--- config.mk ---
export PLATFORM = sky130hd
export DESIGN_NAME = multi_client_watchdog_supervisor
export DESIGN_NICKNAME = d
export VERILOG_FILES = /design/src/hdl/mcws_pkg.sv /design/src/hdl/mcws_ram.sv /design/src/hdl/mcws_cnt_unit.sv /design/src/hdl/mcws_seq.sv /design/src/hdl/multi_client_watchdog_supervisor.sv
export VERILOG_INCLUDE_DIRS = /design/src /design/src/hdl
export SDC_FILE = /design/constraint.sdc
export NUM_CORES = 1
export LEC_CHECK = 0
export ABC_CLOCK_PERIOD_IN_PS = 6600
export BUFFER_PORTS_ARGS = -buffer_cell sky130_fd_sc_hd__buf_2
export CAP_MARGIN = 20
export CORE_ASPECT_RATIO = 1.75
export CORE_MARGIN = 3
export CORE_UTILIZATION = 30
export CTS_CLUSTER_DIAMETER = 50
export DETAILED_ROUTE_END_ITERATION = 8
export PLACE_DENSITY_LB_ADDON = 0.05
export SLEW_MARGIN = 40
export SYNTH_ARGS = -nofsm -noshare
export SYNTH_HDL_FRONTEND = slang
export SYNTH_SLANG_ARGS = --single-unit
--- constraint.sdc ---
create_clock -name aclk -period 6.6 [get_ports aclk]
set_input_delay 0.99 -clock aclk [delete_from_list [all_inputs] [get_ports aclk]]
set_output_delay 0.99 -clock aclk [all_outputs]
set_load 0.01 [all_outputs]
--- src/hdl/multi_client_watchdog_supervisor_macros.svh ---
// Assertion helpers used by the sequencer (mcws_seq)
`ifndef MULTI_CLIENT_WATCHDOG_SUPERVISOR_MACROS_SVH
`define MULTI_CLIENT_WATCHDOG_SUPERVISOR_MACROS_SVH

`ifndef NO_ASSERTIONS
// same-cycle implication
`define MCWS_ASSERT_IMPL(label, ante, cons, msg) \
    label: assert property (@(posedge aclk) disable iff (!aresetn) (ante) |-> (cons)) \
        else $error(msg);
// next-cycle implication
`define MCWS_ASSERT_NEXT(label, ante, cons, msg) \
    label: assert property (@(posedge aclk) disable iff (!aresetn) (ante) |=> (cons)) \
        else $error(msg);
`else
`define MCWS_ASSERT_IMPL(label, ante, cons, msg)
`define MCWS_ASSERT_NEXT(label, ante, cons, msg)
`endif

`endif

--- src/hdl/mcws_pkg.sv ---
package mcws_pkg;

    // table size and derived widths
    localparam int MAX_CLIENTS = 8;
    localparam int SLOT_W      = (MAX_CLIENTS > 1) ? $clog2(MAX_CLIENTS) : 1;
    localparam int CNT_W       = $clog2(MAX_CLIENTS + 1);

    // field widths
    localparam int CMD_W     = 3;
    localparam int CLIENT_W  = 3;
    localparam int TMO_W     = 16;
    localparam int CD_W      = 17;
    localparam int CMP_W     = (CNT_W > CLIENT_W) ? CNT_W : CLIENT_W;
    localparam int S_TDATA_W = 24;
    localparam int M_TDATA_W = 8;

    localparam logic [TMO_W-1:0] NEAR_LIMIT = TMO_W'(10);

    typedef enum logic [CMD_W-1:0] {
        CMD_TICK     = 3'd0,
        CMD_REGISTER = 3'd1,
        CMD_RESET    = 3'd2,
        CMD_ENABLE   = 3'd3,
        CMD_DISABLE  = 3'd4
    } cmd_t;

    typedef enum logic [2:0] {
        ST_IDLE,
        ST_EXEC,
        ST_RD,
        ST_UPD,
        ST_DONE
    } state_t;

    // result of the shared countdown unit
    typedef struct packed {
        logic [CD_W-1:0] value;
        logic            neg;
        logic            near;
    } cnt_res_t;

    // table RAM controls from the sequencer
    typedef struct packed {
        logic [SLOT_W-1:0] raddr;
        logic              cd_we;
        logic              rl_we;
        logic [SLOT_W-1:0] waddr;
        logic [CD_W-1:0]   cd_wdata;
        logic [TMO_W-1:0]  rl_wdata;
    } ram_ctl_t;

endpackage

--- src/hdl/mcws_ram.sv ---
module mcws_ram #(
    parameter int WIDTH = 16,
    parameter int DEPTH = 8
) (
    input  logic                                           aclk,
    input  logic                                           we,
    input  logic [((DEPTH > 1) ? $clog2(DEPTH) : 1)-1:0]   waddr,
    input  logic [WIDTH-1:0]                               wdata,
    input  logic [((DEPTH > 1) ? $clog2(DEPTH) : 1)-1:0]   raddr,
    output logic [WIDTH-1:0]                               rdata
);
    logic [WIDTH-1:0] mem [DEPTH];
    logic [WIDTH-1:0] rdata_reg;

    // one write port, one registered read port
    always_ff @(posedge aclk) begin
        if (we) begin
            mem[waddr] <= wdata;
        end
        rdata_reg <= mem[raddr];
    end

    assign rdata = rdata_reg;
endmodule

--- src/hdl/mcws_cnt_unit.sv ---
module mcws_cnt_unit (
    input  logic [mcws_pkg::CD_W-1:0] cd,
    input  logic                      en,
    output mcws_pkg::cnt_res_t        res
);
    import mcws_pkg::*;

    logic            dec;
    logic [CD_W-1:0] value;

    // decrement an enabled countdown, saturating at -1
    assign dec   = en && !cd[CD_W-1];
    assign value = dec ? (cd - CD_W'(1)) : cd;

    // expiry and near-expiry compares on the updated value
    assign res.value = value;
    assign res.neg   = value[CD_W-1];
    assign res.near  = value[CD_W-1] || (value[TMO_W-1:0] < NEAR_LIMIT);
endmodule

--- src/hdl/mcws_seq.sv ---
`include "multi_client_watchdog_supervisor_macros.svh"

module mcws_seq (
    input  logic                           aclk,
    input  logic                           aresetn,
    input  logic                           s_tvalid,
    output logic                           s_tready,
    input  logic [mcws_pkg::S_TDATA_W-1:0] s_tdata,
    output logic                           m_tvalid,
    input  logic                           m_tready,
    output logic [mcws_pkg::M_TDATA_W-1:0] m_tdata,
    output mcws_pkg::ram_ctl_t             ctl,
    input  logic [mcws_pkg::TMO_W-1:0]     rl_rdata,
    output logic                           unit_en,
    input  mcws_pkg::cnt_res_t             unit_res
);
    import mcws_pkg::*;

    state_t                 state_reg, state_next;
    cmd_t                   cmd_reg, cmd_next;
    logic [CLIENT_W-1:0]    slot_reg, slot_next;
    logic [TMO_W-1:0]       tmo_reg, tmo_next;
    logic [CNT_W-1:0]       count_reg, count_next;
    logic [SLOT_W-1:0]      idx_reg, idx_next;
    logic [MAX_CLIENTS-1:0] en_reg, en_next;
    logic                   exp_reg, exp_next;
    logic                   near_reg, near_next;
    logic                   acc_reg, acc_next;
    logic [CLIENT_W-1:0]    asg_reg, asg_next;
    logic                   m_tvalid_reg, m_tvalid_next;
    logic [M_TDATA_W-1:0]   m_tdata_reg, m_tdata_next;

    logic                   accept;
    logic                   slot_ok;
    logic                   full;
    logic                   idx_last;
    logic                   out_free;
    logic                   kick;
    logic [SLOT_W-1:0]      slot_addr;

    assign accept    = s_tvalid && s_tready;
    assign s_tready  = (state_reg == ST_IDLE);
    assign slot_addr = SLOT_W'(slot_reg);
    assign slot_ok   = CMP_W'(slot_reg) < CMP_W'(count_reg);
    assign full      = (count_reg == CNT_W'(MAX_CLIENTS));
    assign idx_last  = (CNT_W'(idx_reg) + CNT_W'(1)) == count_reg;
    assign out_free  = !m_tvalid_reg || m_tready;
    assign kick      = (cmd_reg == CMD_TICK) && (count_reg != '0) && !exp_reg;
    assign unit_en   = en_reg[idx_reg];

    // next state
    always_comb begin
        state_next = state_reg;
        case (state_reg)
            ST_IDLE: begin
                if (accept) begin
                    state_next = ST_EXEC;
                end
            end
            ST_EXEC: begin
                case (cmd_reg)
                    CMD_TICK:  state_next = (count_reg != '0) ? ST_RD : ST_DONE;
                    CMD_RESET: state_next = slot_ok ? ST_RD : ST_DONE;
                    default:   state_next = ST_DONE;
                endcase
            end
            ST_RD: begin
                state_next = ST_UPD;
            end
            ST_UPD: begin
                if (cmd_reg == CMD_TICK && !idx_last) begin
                    state_next = ST_RD;
                end else begin
                    state_next = ST_DONE;
                end
            end
            ST_DONE: begin
                if (out_free) begin
                    state_next = ST_IDLE;
                end
            end
            default: state_next = ST_IDLE;
        endcase
    end

    // datapath and RAM control
    always_comb begin
        cmd_next      = cmd_reg;
        slot_next     = slot_reg;
        tmo_next      = tmo_reg;
        count_next    = count_reg;
        idx_next      = idx_reg;
        en_next       = en_reg;
        exp_next      = exp_reg;
        near_next     = near_reg;
        acc_next      = acc_reg;
        asg_next      = asg_reg;
        m_tvalid_next = m_tvalid_reg;
        m_tdata_next  = m_tdata_reg;

        ctl.raddr     = (cmd_reg == CMD_TICK) ? idx_reg : slot_addr;
        ctl.cd_we     = 1'b0;
        ctl.rl_we     = 1'b0;
        ctl.waddr     = slot_addr;
        ctl.cd_wdata  = {1'b0, rl_rdata};
        ctl.rl_wdata  = tmo_reg;

        // output register drains independently
        if (m_tvalid_reg && m_tready) begin
            m_tvalid_next = 1'b0;
        end

        case (state_reg)
            ST_IDLE: begin
                if (accept) begin
                    cmd_next  = cmd_t'(s_tdata[CMD_W-1:0]);
                    slot_next = s_tdata[CMD_W +: CLIENT_W];
                    tmo_next  = s_tdata[CMD_W+CLIENT_W +: TMO_W];
                end
            end
            ST_EXEC: begin
                idx_next  = '0;
                exp_next  = 1'b0;
                near_next = 1'b0;
                acc_next  = 1'b1;
                asg_next  = '0;
                case (cmd_reg)
                    CMD_REGISTER: begin
                        if (full) begin
                            acc_next = 1'b0;
                        end else begin
                            ctl.waddr    = SLOT_W'(count_reg);
                            ctl.cd_we    = 1'b1;
                            ctl.rl_we    = 1'b1;
                            ctl.cd_wdata = {1'b0, tmo_reg};
                            en_next[SLOT_W'(count_reg)] = 1'b1;
                            count_next   = count_reg + CNT_W'(1);
                            asg_next     = CLIENT_W'(count_reg);
                        end
                    end
                    CMD_ENABLE: begin
                        if (slot_ok) begin
                            en_next[slot_addr] = 1'b1;
                        end
                    end
                    CMD_DISABLE: begin
                        if (slot_ok) begin
                            en_next[slot_addr] = 1'b0;
                        end
                    end
                    default: ;
                endcase
            end
            ST_UPD: begin
                ctl.cd_we = 1'b1;
                if (cmd_reg == CMD_TICK) begin
                    // write back one client's countdown and fold its flags
                    ctl.waddr    = idx_reg;
                    ctl.cd_wdata = unit_res.value;
                    exp_next     = exp_reg || unit_res.neg;
                    near_next    = near_reg || unit_res.near;
                    idx_next     = idx_reg + SLOT_W'(1);
                end
            end
            ST_DONE: begin
                if (out_free) begin
                    m_tvalid_next = 1'b1;
                    m_tdata_next  = M_TDATA_W'({asg_reg, acc_reg, near_reg, exp_reg, kick});
                end
            end
            default: ;
        endcase
    end

    // control state
    always_ff @(posedge aclk) begin
        if (!aresetn) begin
            state_reg    <= ST_IDLE;
            count_reg    <= '0;
            m_tvalid_reg <= 1'b0;
        end else begin
            state_reg    <= state_next;
            count_reg    <= count_next;
            m_tvalid_reg <= m_tvalid_next;
        end
    end

    // payload
    always_ff @(posedge aclk) begin
        cmd_reg     <= cmd_next;
        slot_reg    <= slot_next;
        tmo_reg     <= tmo_next;
        idx_reg     <= idx_next;
        en_reg      <= en_next;
        exp_reg     <= exp_next;
        near_reg    <= near_next;
        acc_reg     <= acc_next;
        asg_reg     <= asg_next;
        m_tdata_reg <= m_tdata_next;
    end

    assign m_tvalid = m_tvalid_reg;
    assign m_tdata  = m_tdata_reg;

    `MCWS_ASSERT_IMPL(a_count_max, 1'b1, count_reg <= CNT_W'(MAX_CLIENTS), "client count overflow")
    `MCWS_ASSERT_IMPL(a_walk_range, state_reg == ST_UPD && cmd_reg == CMD_TICK, CNT_W'(idx_reg) < count_reg, "tick walk past table end")
    `MCWS_ASSERT_NEXT(a_full_hold, state_reg == ST_EXEC && cmd_reg == CMD_REGISTER && full, $stable(count_reg), "refused register changed count")
    `MCWS_ASSERT_IMPL(a_kick_excl, m_tvalid_reg, !(m_tdata_reg[0] && m_tdata_reg[1]), "kick with expired client")
    `MCWS_ASSERT_NEXT(a_count_tick, state_reg != ST_EXEC, $stable(count_reg), "count changed outside exec")
endmodule

--- src/hdl/multi_client_watchdog_supervisor.sv ---
// Steps, request accept to result valid: a tick with N clients registered walks every slot
// through the shared countdown unit, with a read step and an update step per slot; a reset of
// a registered client takes one read and one update step; any other request goes to done.
// A new request is taken only once the last result is loaded; a result left waiting on m_tready
// holds the block in its last step with s_tready low until it is taken.
// Reset (aresetn low, synchronous) empties the table and clears the result valid.
module multi_client_watchdog_supervisor (
    input  logic                           aclk,
    input  logic                           aresetn,
    input  logic                           s_tvalid,
    output logic                           s_tready,
    // command[2:0], client[5:3], timeout[21:6], zero pad[23:22]
    input  logic [mcws_pkg::S_TDATA_W-1:0] s_tdata,
    output logic                           m_tvalid,
    input  logic                           m_tready,
    // kick[0], expired[1], near_expiry[2], accepted[3], assigned_slot[6:4], zero pad[7]
    output logic [mcws_pkg::M_TDATA_W-1:0] m_tdata
);
    import mcws_pkg::*;

    ram_ctl_t         ctl;
    logic [CD_W-1:0]  cd_rdata;
    logic [TMO_W-1:0] rl_rdata;
    logic             unit_en;
    cnt_res_t         unit_res;

    // sequencer
    mcws_seq u_seq (
        .aclk     (aclk),
        .aresetn  (aresetn),
        .s_tvalid (s_tvalid),
        .s_tready (s_tready),
        .s_tdata  (s_tdata),
        .m_tvalid (m_tvalid),
        .m_tready (m_tready),
        .m_tdata  (m_tdata),
        .ctl      (ctl),
        .rl_rdata (rl_rdata),
        .unit_en  (unit_en),
        .unit_res (unit_res)
    );

    // shared countdown and compare unit
    mcws_cnt_unit u_unit (
        .cd  (cd_rdata),
        .en  (unit_en),
        .res (unit_res)
    );

    // countdown table
    mcws_ram #(
        .WIDTH (CD_W),
        .DEPTH (MAX_CLIENTS)
    ) u_cd_ram (
        .aclk  (aclk),
        .we    (ctl.cd_we),
        .waddr (ctl.waddr),
        .wdata (ctl.cd_wdata),
        .raddr (ctl.raddr),
        .rdata (cd_rdata)
    );

    // reload table
    mcws_ram #(
        .WIDTH (TMO_W),
        .DEPTH (MAX_CLIENTS)
    ) u_rl_ram (
        .aclk  (aclk),
        .we    (ctl.rl_we),
        .waddr (ctl.waddr),
        .wdata (ctl.rl_wdata),
        .raddr (ctl.raddr),
        .rdata (rl_rdata)
    );
endmodule
==> results.tsv, run 1 <==
stage	metric	value	unit
cts	CTS H-Tree Depth	2	
setup_path	slowest CP cell	dfxtp_1	
cts	setup bufs post-CTS	0	
finish	Final Util	35.2	%
synthesis	share of synthesized registers carrying an async set or reset	0	%
sta	Tmin final	3.59	ns
cts	CTS Sinks	351	
global_routing	pin count of the biggest net entering global routing	69	
route	total number of vias	7208	
setup_path	startpoint class of the critical path	flop	
setup_path	CP required	6.76	ns
setup_path	Worst Path Class, Setup	reg -> reg	
sta	crit share post-route	54.4	%
synthesis	post-synth top area cell	edfxtp_1	
sta	Fin. Hold Viols	0	
min_path	worst hold path class	reg -> reg	
job	Max Cap Violations	0	
finish	Multi-input gate area	0.00375	sq mm
route	Total Wirelength	34900	um
cts	cts hold-fix bufs	0	
floorplan	width of the die	170	um
floorplan	Die Span Y	292	um
finish	Area Overhead vs Synth	15.6	%
run_status	outcome	finished clean	
finish	Storage cell area	0.0101	sq mm
finish	max reg flops	136	
place	Final HPWL DP	21100	um
synthesis	synthesized cell area	0.0141	sq mm
sta	Clock Skews	0.0189	ns
setup_path	reg2reg start	u_seq.count_reg[0]	
synthesis	register area share after synthesis	72.1	%
sta	Max Clock Freq	279	MHz
floorplan	Initial Util	30.4	%
route	DRC viols	0	
setup_path	cell chain of the critical path	inv_1 > ha_1 > nand3b_1 > nand2_1 > o21ai_0 > nand2_1 > a22oi_1 > o21ai_0	
setup_path	Reg2Reg Setup Slack	3.01	ns
cts	clock slew at reported path FFs	0.06	ns
synthesis	EDFF count, synth	310	
synthesis	Syn. warnings	0	
global_routing	number of global-route vias before repair	7832	
setup_path	critical-path maximum fanout	14	
cts	clock root buffer	clkbuf_16	
synthesis	Syn Inst Count	786	
cts	CTS buffer count	38	
synthesis	Mapped Avg Cell Area	17.9	sq um
floorplan	site row count	104	
sta	RSZ-0062 raised after global routing	false	
setup_path	Worst path max stage delay	0.70	ns
synthesis	Synth Flop Type	edfxtp_1	
setup_path	CP endpoint kind	flop	
route	TritonRoute pass-1 iters	4	
sta	Slew HR	49.1	%
sta	Worst-Margin Slew	0.756	ns
setup_path	crit-path leading delay family	compound AO/OA/AOI/OAI gates	
finish	share of cells above drive strength 1	26.5	%
synthesis	#FFs+latches synth	351	
power	total power divided by cell area	301	mW/mm^2
cts	worst skew pair latency	0.53	ns
global_routing	GRT Resource Usage Total	14.3	%
route	initial DRC count	357	
global_routing	initial antenna violation count	0	
cts	Clock Tree Buf Depth	3	
setup_path	crit path from	u_seq.count_reg[0]	
finish	Fillers	4280	
route	vias per cell	4.95	
setup_path	Crit path buffers/inverters	1	
floorplan	Die ar.	0.0496	sq mm
cts	post-cts sizing count	0	
setup_path	CP arrival	3.75	ns
synthesis	Yosys top cell area share	66.2	%
synthesis	Cell variety after synth	66	
finish	fin nets	881	
global_routing	GRT overflow	0	
global_routing	global-route wire length before repair	52200	um
power	Lkg Pwr	5.19	nW
floorplan	Core Area	0.0462	sq mm
floorplan	I/O pins	38	
power	peak supply drop	0.188	mV
min_path	HP Start	u_seq.asg_reg[1]	
place	Port Buf Inserts	34	
route	drt wl/cell	23.9	um
sta	final setup TNS	0	ns
finish	ANT cells	0	
sta	setup violators final	0	
route	Detail Route Antenna Nets	0	
cts	CTS tree	built	
place	routability congestion estimate	0.772	
synthesis	post-synthesis net count	820	
sta	final slew viol count	0	
synthesis	main area contributors after synthesis	edfxtp_1 66%, mux4_2 11%, dfxtp_1 5.8%, mux2_2 2.0%, nand2_1 1.1%	
[where the power goes]
| group | internal [mW] | switching, mW | leakage (nW) |
|---|---|---|---|
| Sequential | 2.48 | 0.0525 | 3.17 |
| Combinational | 0.133 | 0.168 | 1.42 |
| Clock | 1.21 | 0.847 | 0.593 |
| Total | 3.83 | 1.07 | 5.19 |
[cell usage after synthesis (all sizes together) (5+ instances only)]
cell and n:
nand2 41, nor3 21, nand2b 7, a31oi 5
o21ai 19, nor2 36, edfxtp 310, nor2b 7
a21oi 22, xor2 9, o31ai 5, a22oi 11
ha 6, dfxtp 41, buf 21, clkbuf 18
mux2i 6, and2 9, o22ai 6, nor3b 5
nand3 7, o22a 6, mux2 33, xnor2 11
mux4 68, inv 9
[area by class of cell]
class	count	area share (%)
Multi-Input combinational cell	386	23.1
Inverter	10	0.231
Clock inverter	15	0.739
Sequential cell	351	62.3
Tap cell	583	4.49
Clock buffer	52	6.75
Timing Repair Buffer	60	2.39
[metrics by stage]
step	power (mW)	area, sq um	setup slack (ns)	instances	hold WS [ns]
5_1_grt	5.10	16300	2.71	1457	0.429
6_report	4.89	16300	3.01	1457	0.425
4_1_cts	4.99	16300	2.83	1457	0.424
3_5_place_dp	2.89	15000	2.85	1390	0.406
2_1_floorplan	2.78	14100	3.08	786	0.400
3_3_place_gp	2.89	15000	2.59	1388	0.430
[logic make-up after synthesis]
logic type,share of synthesized area [%]
AOI/OAI and AO/OA,4.61
xor gates and xnor gates,1.25
adders and majority gates,0.534
muxes,14.1
and+or+nand+nor,5.51
DFF,72.1
buffers and inverters,1.88
other,0.0267
[path summary, 6_finish.rpt]
check	endpoint	cells after the start
worst max-delay path	u_cd_ram.mem[2][11]	8
worst min-delay path	u_seq.m_tdata[5]	0
worst max register to register	u_cd_ram.mem[2][11]	8
worst min register to register	u_seq.m_tdata[5]	0
[cell usage in the layout (no fill, tap or decap), types with 5 or more instances in the layout]
master,instances
o21ai_1,7
mux2_2,25
buf_4,23
and2_1,8
clkinv_1,5
nor2_2,8
nand2b_1,7
o22ai_1,6
xor2_1,9
a31oi_1,5
clkbuf_1,8
clkbuf_16,41
o22a_1,6
ha_1,6
nand3_1,7
inv_1,9
a21oi_1,22
dfxtp_1,40
xnor2_1,11
edfxtp_1,310
mux2_1,8
mux4_2,68
nor2b_1,7
buf_2,34
o21ai_0,12
nand2_1,41
nor3_1,16
a22oi_1,11
nor2_1,28
[routing by layer]
layer | vias to the layer above | global-route usage [%] | wire length, um
met3 | 52 | 1.85 | 1040
met5 | - | 0 | 0
met2 | 134 | 26.3 | 19200
li1 | 3265 | - | -
met4 | 0 | 4.21 | 791
met1 | 3757 | 17.3 | 13900
No activity file was read; power rests on OpenSTA's default activity.
==> run 2: changes to the inputs <==
--- a/config.mk
+++ b/config.mk
@@ -6,7 +6,8 @@
 export SDC_FILE = /design/constraint.sdc
 export NUM_CORES = 1
 export LEC_CHECK = 0
-export ABC_CLOCK_PERIOD_IN_PS = 6600
+export ABC_AREA = 1
+export ABC_CLOCK_PERIOD_IN_PS = 3300
 export BUFFER_PORTS_ARGS = -buffer_cell sky130_fd_sc_hd__buf_2
 export CAP_MARGIN = 20
 export CORE_ASPECT_RATIO = 1.75
==> constraint.sdc (replaced) <==
create_clock -name aclk -period 3.3 [get_ports aclk]
set_input_delay 0.495 -clock aclk [delete_from_list [all_inputs] [get_ports aclk]]
set_output_delay 0.495 -clock aclk [all_outputs]
set_load 0.01 [all_outputs]
==> results.tsv, run 2 <==
stage	metric	value	unit	change
cts	CTS buffer count	39		+2.6%
route	DRC viols	0		unchanged
sta	RSZ-0062 raised after global routing	false		
setup_path	Worst Path Class, Setup	reg -> reg		
finish	Multi-input gate area	0.00401	sq mm	+6.9%
route	Detail Route Antenna Nets	0		unchanged
finish	commonest non-fill, non-tap cell in the layout	edfxtp_1		
route	total number of vias	9354		+30%
place	Port Buf Inserts	34		unchanged
cts	CTS tree	built		
synthesis	synthesized cell area	0.0147	sq mm	+4.9%
route	initial DRC count	398		+11%
sta	Clock Skews	0.0210	ns	+0.00204 ns
global_routing	pin count of the biggest net entering global routing	111		+61%
finish	share of cells above drive strength 1	13.7	%	-13 points
setup_path	critical-path maximum fanout	17		+3
floorplan	I/O pins	38		unchanged
sta	Slew HR	45.7	%	-3.4 points
sta	setup violators final	0		unchanged
synthesis	post-synthesis compound-gate area fraction	14.2	%	+9.6 points
setup_path	Reg2Reg Depth	11		+3
sta	Fin. Hold Viols	0		unchanged
global_routing	GRT Resource Usage Total	15.1	%	+0.83 points
job	Max Cap Violations	0		unchanged
finish	Area Overhead vs Synth	15.4	%	
power	Design Power	10.3	mW	+110%
synthesis	Mapped Avg Cell Area	11.8	sq um	-34%
synthesis	post-synthesis net count	1286		+57%
sta	final setup TNS	0	ns	unchanged
synthesis	Syn Inst Count	1252		+59%
synthesis	Synth Flop Type	edfxtp_1		
cts	setup bufs post-CTS	0		unchanged
cts	clock root buffer	clkbuf_16		
sta	Max Clock Freq	370	MHz	+33%
min_path	worst hold path class	in -> reg		
power	peak supply drop	0.381	mV	+100%
sta	Worst-Margin Slew	0.812	ns	+0.0556 ns
cts	CTS Sinks	351		unchanged
sta	final slew viol count	0		unchanged
floorplan	Core Area	0.0481	sq mm	+4.2%
synthesis	simple-gate share of the synthesized area	11.3	%	+5.8 points
synthesis	#FFs+latches synth	351		unchanged
synthesis	post-synth top area cell	edfxtp_1		
setup_path	CP arrival	2.89	ns	-0.86 ns
floorplan	site row count	106		+1.9%
setup_path	CP required	3.48	ns	-3.28 ns
synthesis	EDFF count, synth	310		unchanged
global_routing	number of global-route vias before repair	9597		+23%
sta	Tmin final	2.71	ns	-0.884 ns
power	total power divided by cell area	606	mW/mm^2	+100%
route	TritonRoute pass-1 iters	4		unchanged
synthesis	synth cell count leaders	310 x edfxtp_1, 174 x nor2_1, 165 x nand2_1, 98 x o21ai_0, 70 x o21ai_1		
floorplan	width of the die	174	um	+2.3%
place	routability congestion estimate	0.792		+2.6%
min_path	hold depth	1		+1
floorplan	Initial Util	30.6	%	+0.19 points
sta	crit share post-route	82.0	%	+28 points
synthesis	Syn. warnings	0		unchanged
route	drt wl/cell	19.9	um	-17%
synthesis	Cell variety after synth	45		-32%
finish	fin nets	1334		+51%
finish	max reg flops	136		unchanged
synthesis	Yosys top cell area share	63.1	%	-3.1 points
synthesis	register area share after synthesis	68.7	%	-3.3 points
global_routing	global-route wire length before repair	59800	um	+15%
setup_path	startpoint class of the critical path	flop		
cts	post-cts sizing count	0		unchanged
synthesis	main area contributors after synthesis	edfxtp_1 63%, dfxtp_1 5.6%, nor2_1 4.4%, nand2_1 4.2%, o21bai_1 3.4%		
run_status	outcome	finished clean		
setup_path	CP endpoint kind	flop		
synthesis	share of synthesized registers carrying an async set or reset	0	%	unchanged
finish	ANT cells	0		unchanged
sta	hold_ws	0.127	ns	-0.298 ns
route	vias per cell	4.73		-4.4%
synthesis	combinational family with the most area after synthesis	compound AO/OA/AOI/OAI gates		
cts	Clock Tree Buf Depth	3		unchanged
place	Final HPWL DP	24400	um	+16%
synthesis	multiplexer share of the synthesized area	0	%	-14 points
synthesis	Adder-Cell Fraction of Synth Area	0.509	%	-0.025 points
floorplan	Die ar.	0.0519	sq mm	+4.7%
cts	clock slew at reported path FFs	0.06	ns	about the same
cts	cts hold-fix bufs	0		unchanged
finish	Storage cell area	0.0101	sq mm	about the same
global_routing	GRT overflow	0		unchanged
cts	worst skew pair latency	0.54	ns	about the same
route	Total Wirelength	39400	um	+13%
synthesis	count leader, synth	edfxtp_1		
synthesis	Synth Area in XOR/XNOR	0.594	%	-0.65 points
power	Lkg Pwr	5.80	nW	+12%
cts	CTS H-Tree Depth	2		unchanged
finish	Fillers	4775		+12%
finish	most frequent cells in the layout	310 x edfxtp_1, 165 x nand2_1, 159 x nor2_1		
floorplan	Die Span Y	299	um	+2.4%
global_routing	initial antenna violation count	0		unchanged
run 2: cell count changes after synthesis, sizes merged, moves of 27 or more:
cell,before,now
a31oi,5,34
inv,9,65
mux2,33,0
mux4,68,0
nand2,41,169
nand3,7,34
nor2,36,184
o21ai,19,170
o21bai,0,66
o22ai,6,33
run 2: critical path, stage by stage, from the launching register on:
cell and delay (ns):
dfxtp_1 0.31, clkinv_1 0.06, ha_1 0.18, nand3_1 0.10
nand2_2 0.20, nor2_4 0.08, inv_2 0.26, nor2_2 0.10
a221oi_4 0.40, nand2_1 0.17, nor2_2 0.10, buf_4 0.35
run 2: where the power goes:
part | switching (mW) | total, mW | internal [mW]
sequential | 0.113 | 5.12 | 5.01
combinational | 0.638 | 0.937 | 0.299
clock | 1.81 | 4.26 | 2.45
run 2: cells by family (layout without fill, tap and decap cells):
logic type	Yosys count	after routing
AND/OR/NAND/NOR	401	401
flip-flops	351	351
AO/OA/AOI/OAI	346	346
buffers and inverters	137	215
XOR/XNOR	10	10
adder cells (fa/ha/maj)	6	6
other	1	1
run 2: final timing paths:
kind,slack [ns],start,endpoint
worst min-delay path,0.13,s_tdata[8],u_seq.tmo_reg[2]
worst max register to register,0.59,u_seq.count_reg[0],u_cd_ram.mem[2][2]
worst max-delay path,0.59,u_seq.count_reg[0],u_cd_ram.mem[2][2]
worst min register to register,0.42,u_seq.asg_reg[1],u_seq.m_tdata[5]
run 2: per-stage QoR:
stage / area, sq um / setup slack (ns) / instances / utilization, %
4_1_cts: 17000 / 0.529 / 1978 / 35.3
5_1_grt: 17000 / 0.375 / 1978 / 35.3
2_1_floorplan: 14700 / 0.307 / 1252 / -
3_3_place_gp: 15800 / 0.582 / 1907 / 32.7
3_5_place_dp: 15800 / 0.568 / 1907 / 32.7
6_report: 17000 / 0.594 / 1978 / 35.3
run 2: cell type report:
type                       count  area share [%]
clock inverter                22            1.16
clock buffer                  49            6.20
multi-input combinational    764            23.6
tap                          648            4.77
inverter                      70            1.59
timing repair buffer          74            3.16
sequential                   351            59.6
run 2: metal layers:
| layer | GRT usage [%] | wire, um | share of wire (%) |
|---|---|---|---|
| met2 | 29.7 | 21900 | 56 |
| met5 | 0 | 0 | 0 |
| met1 | 17.0 | 15800 | 40 |
| met4 | 4.12 | 887 | 2.3 |
| met3 | 1.85 | 873 | 2.2 |
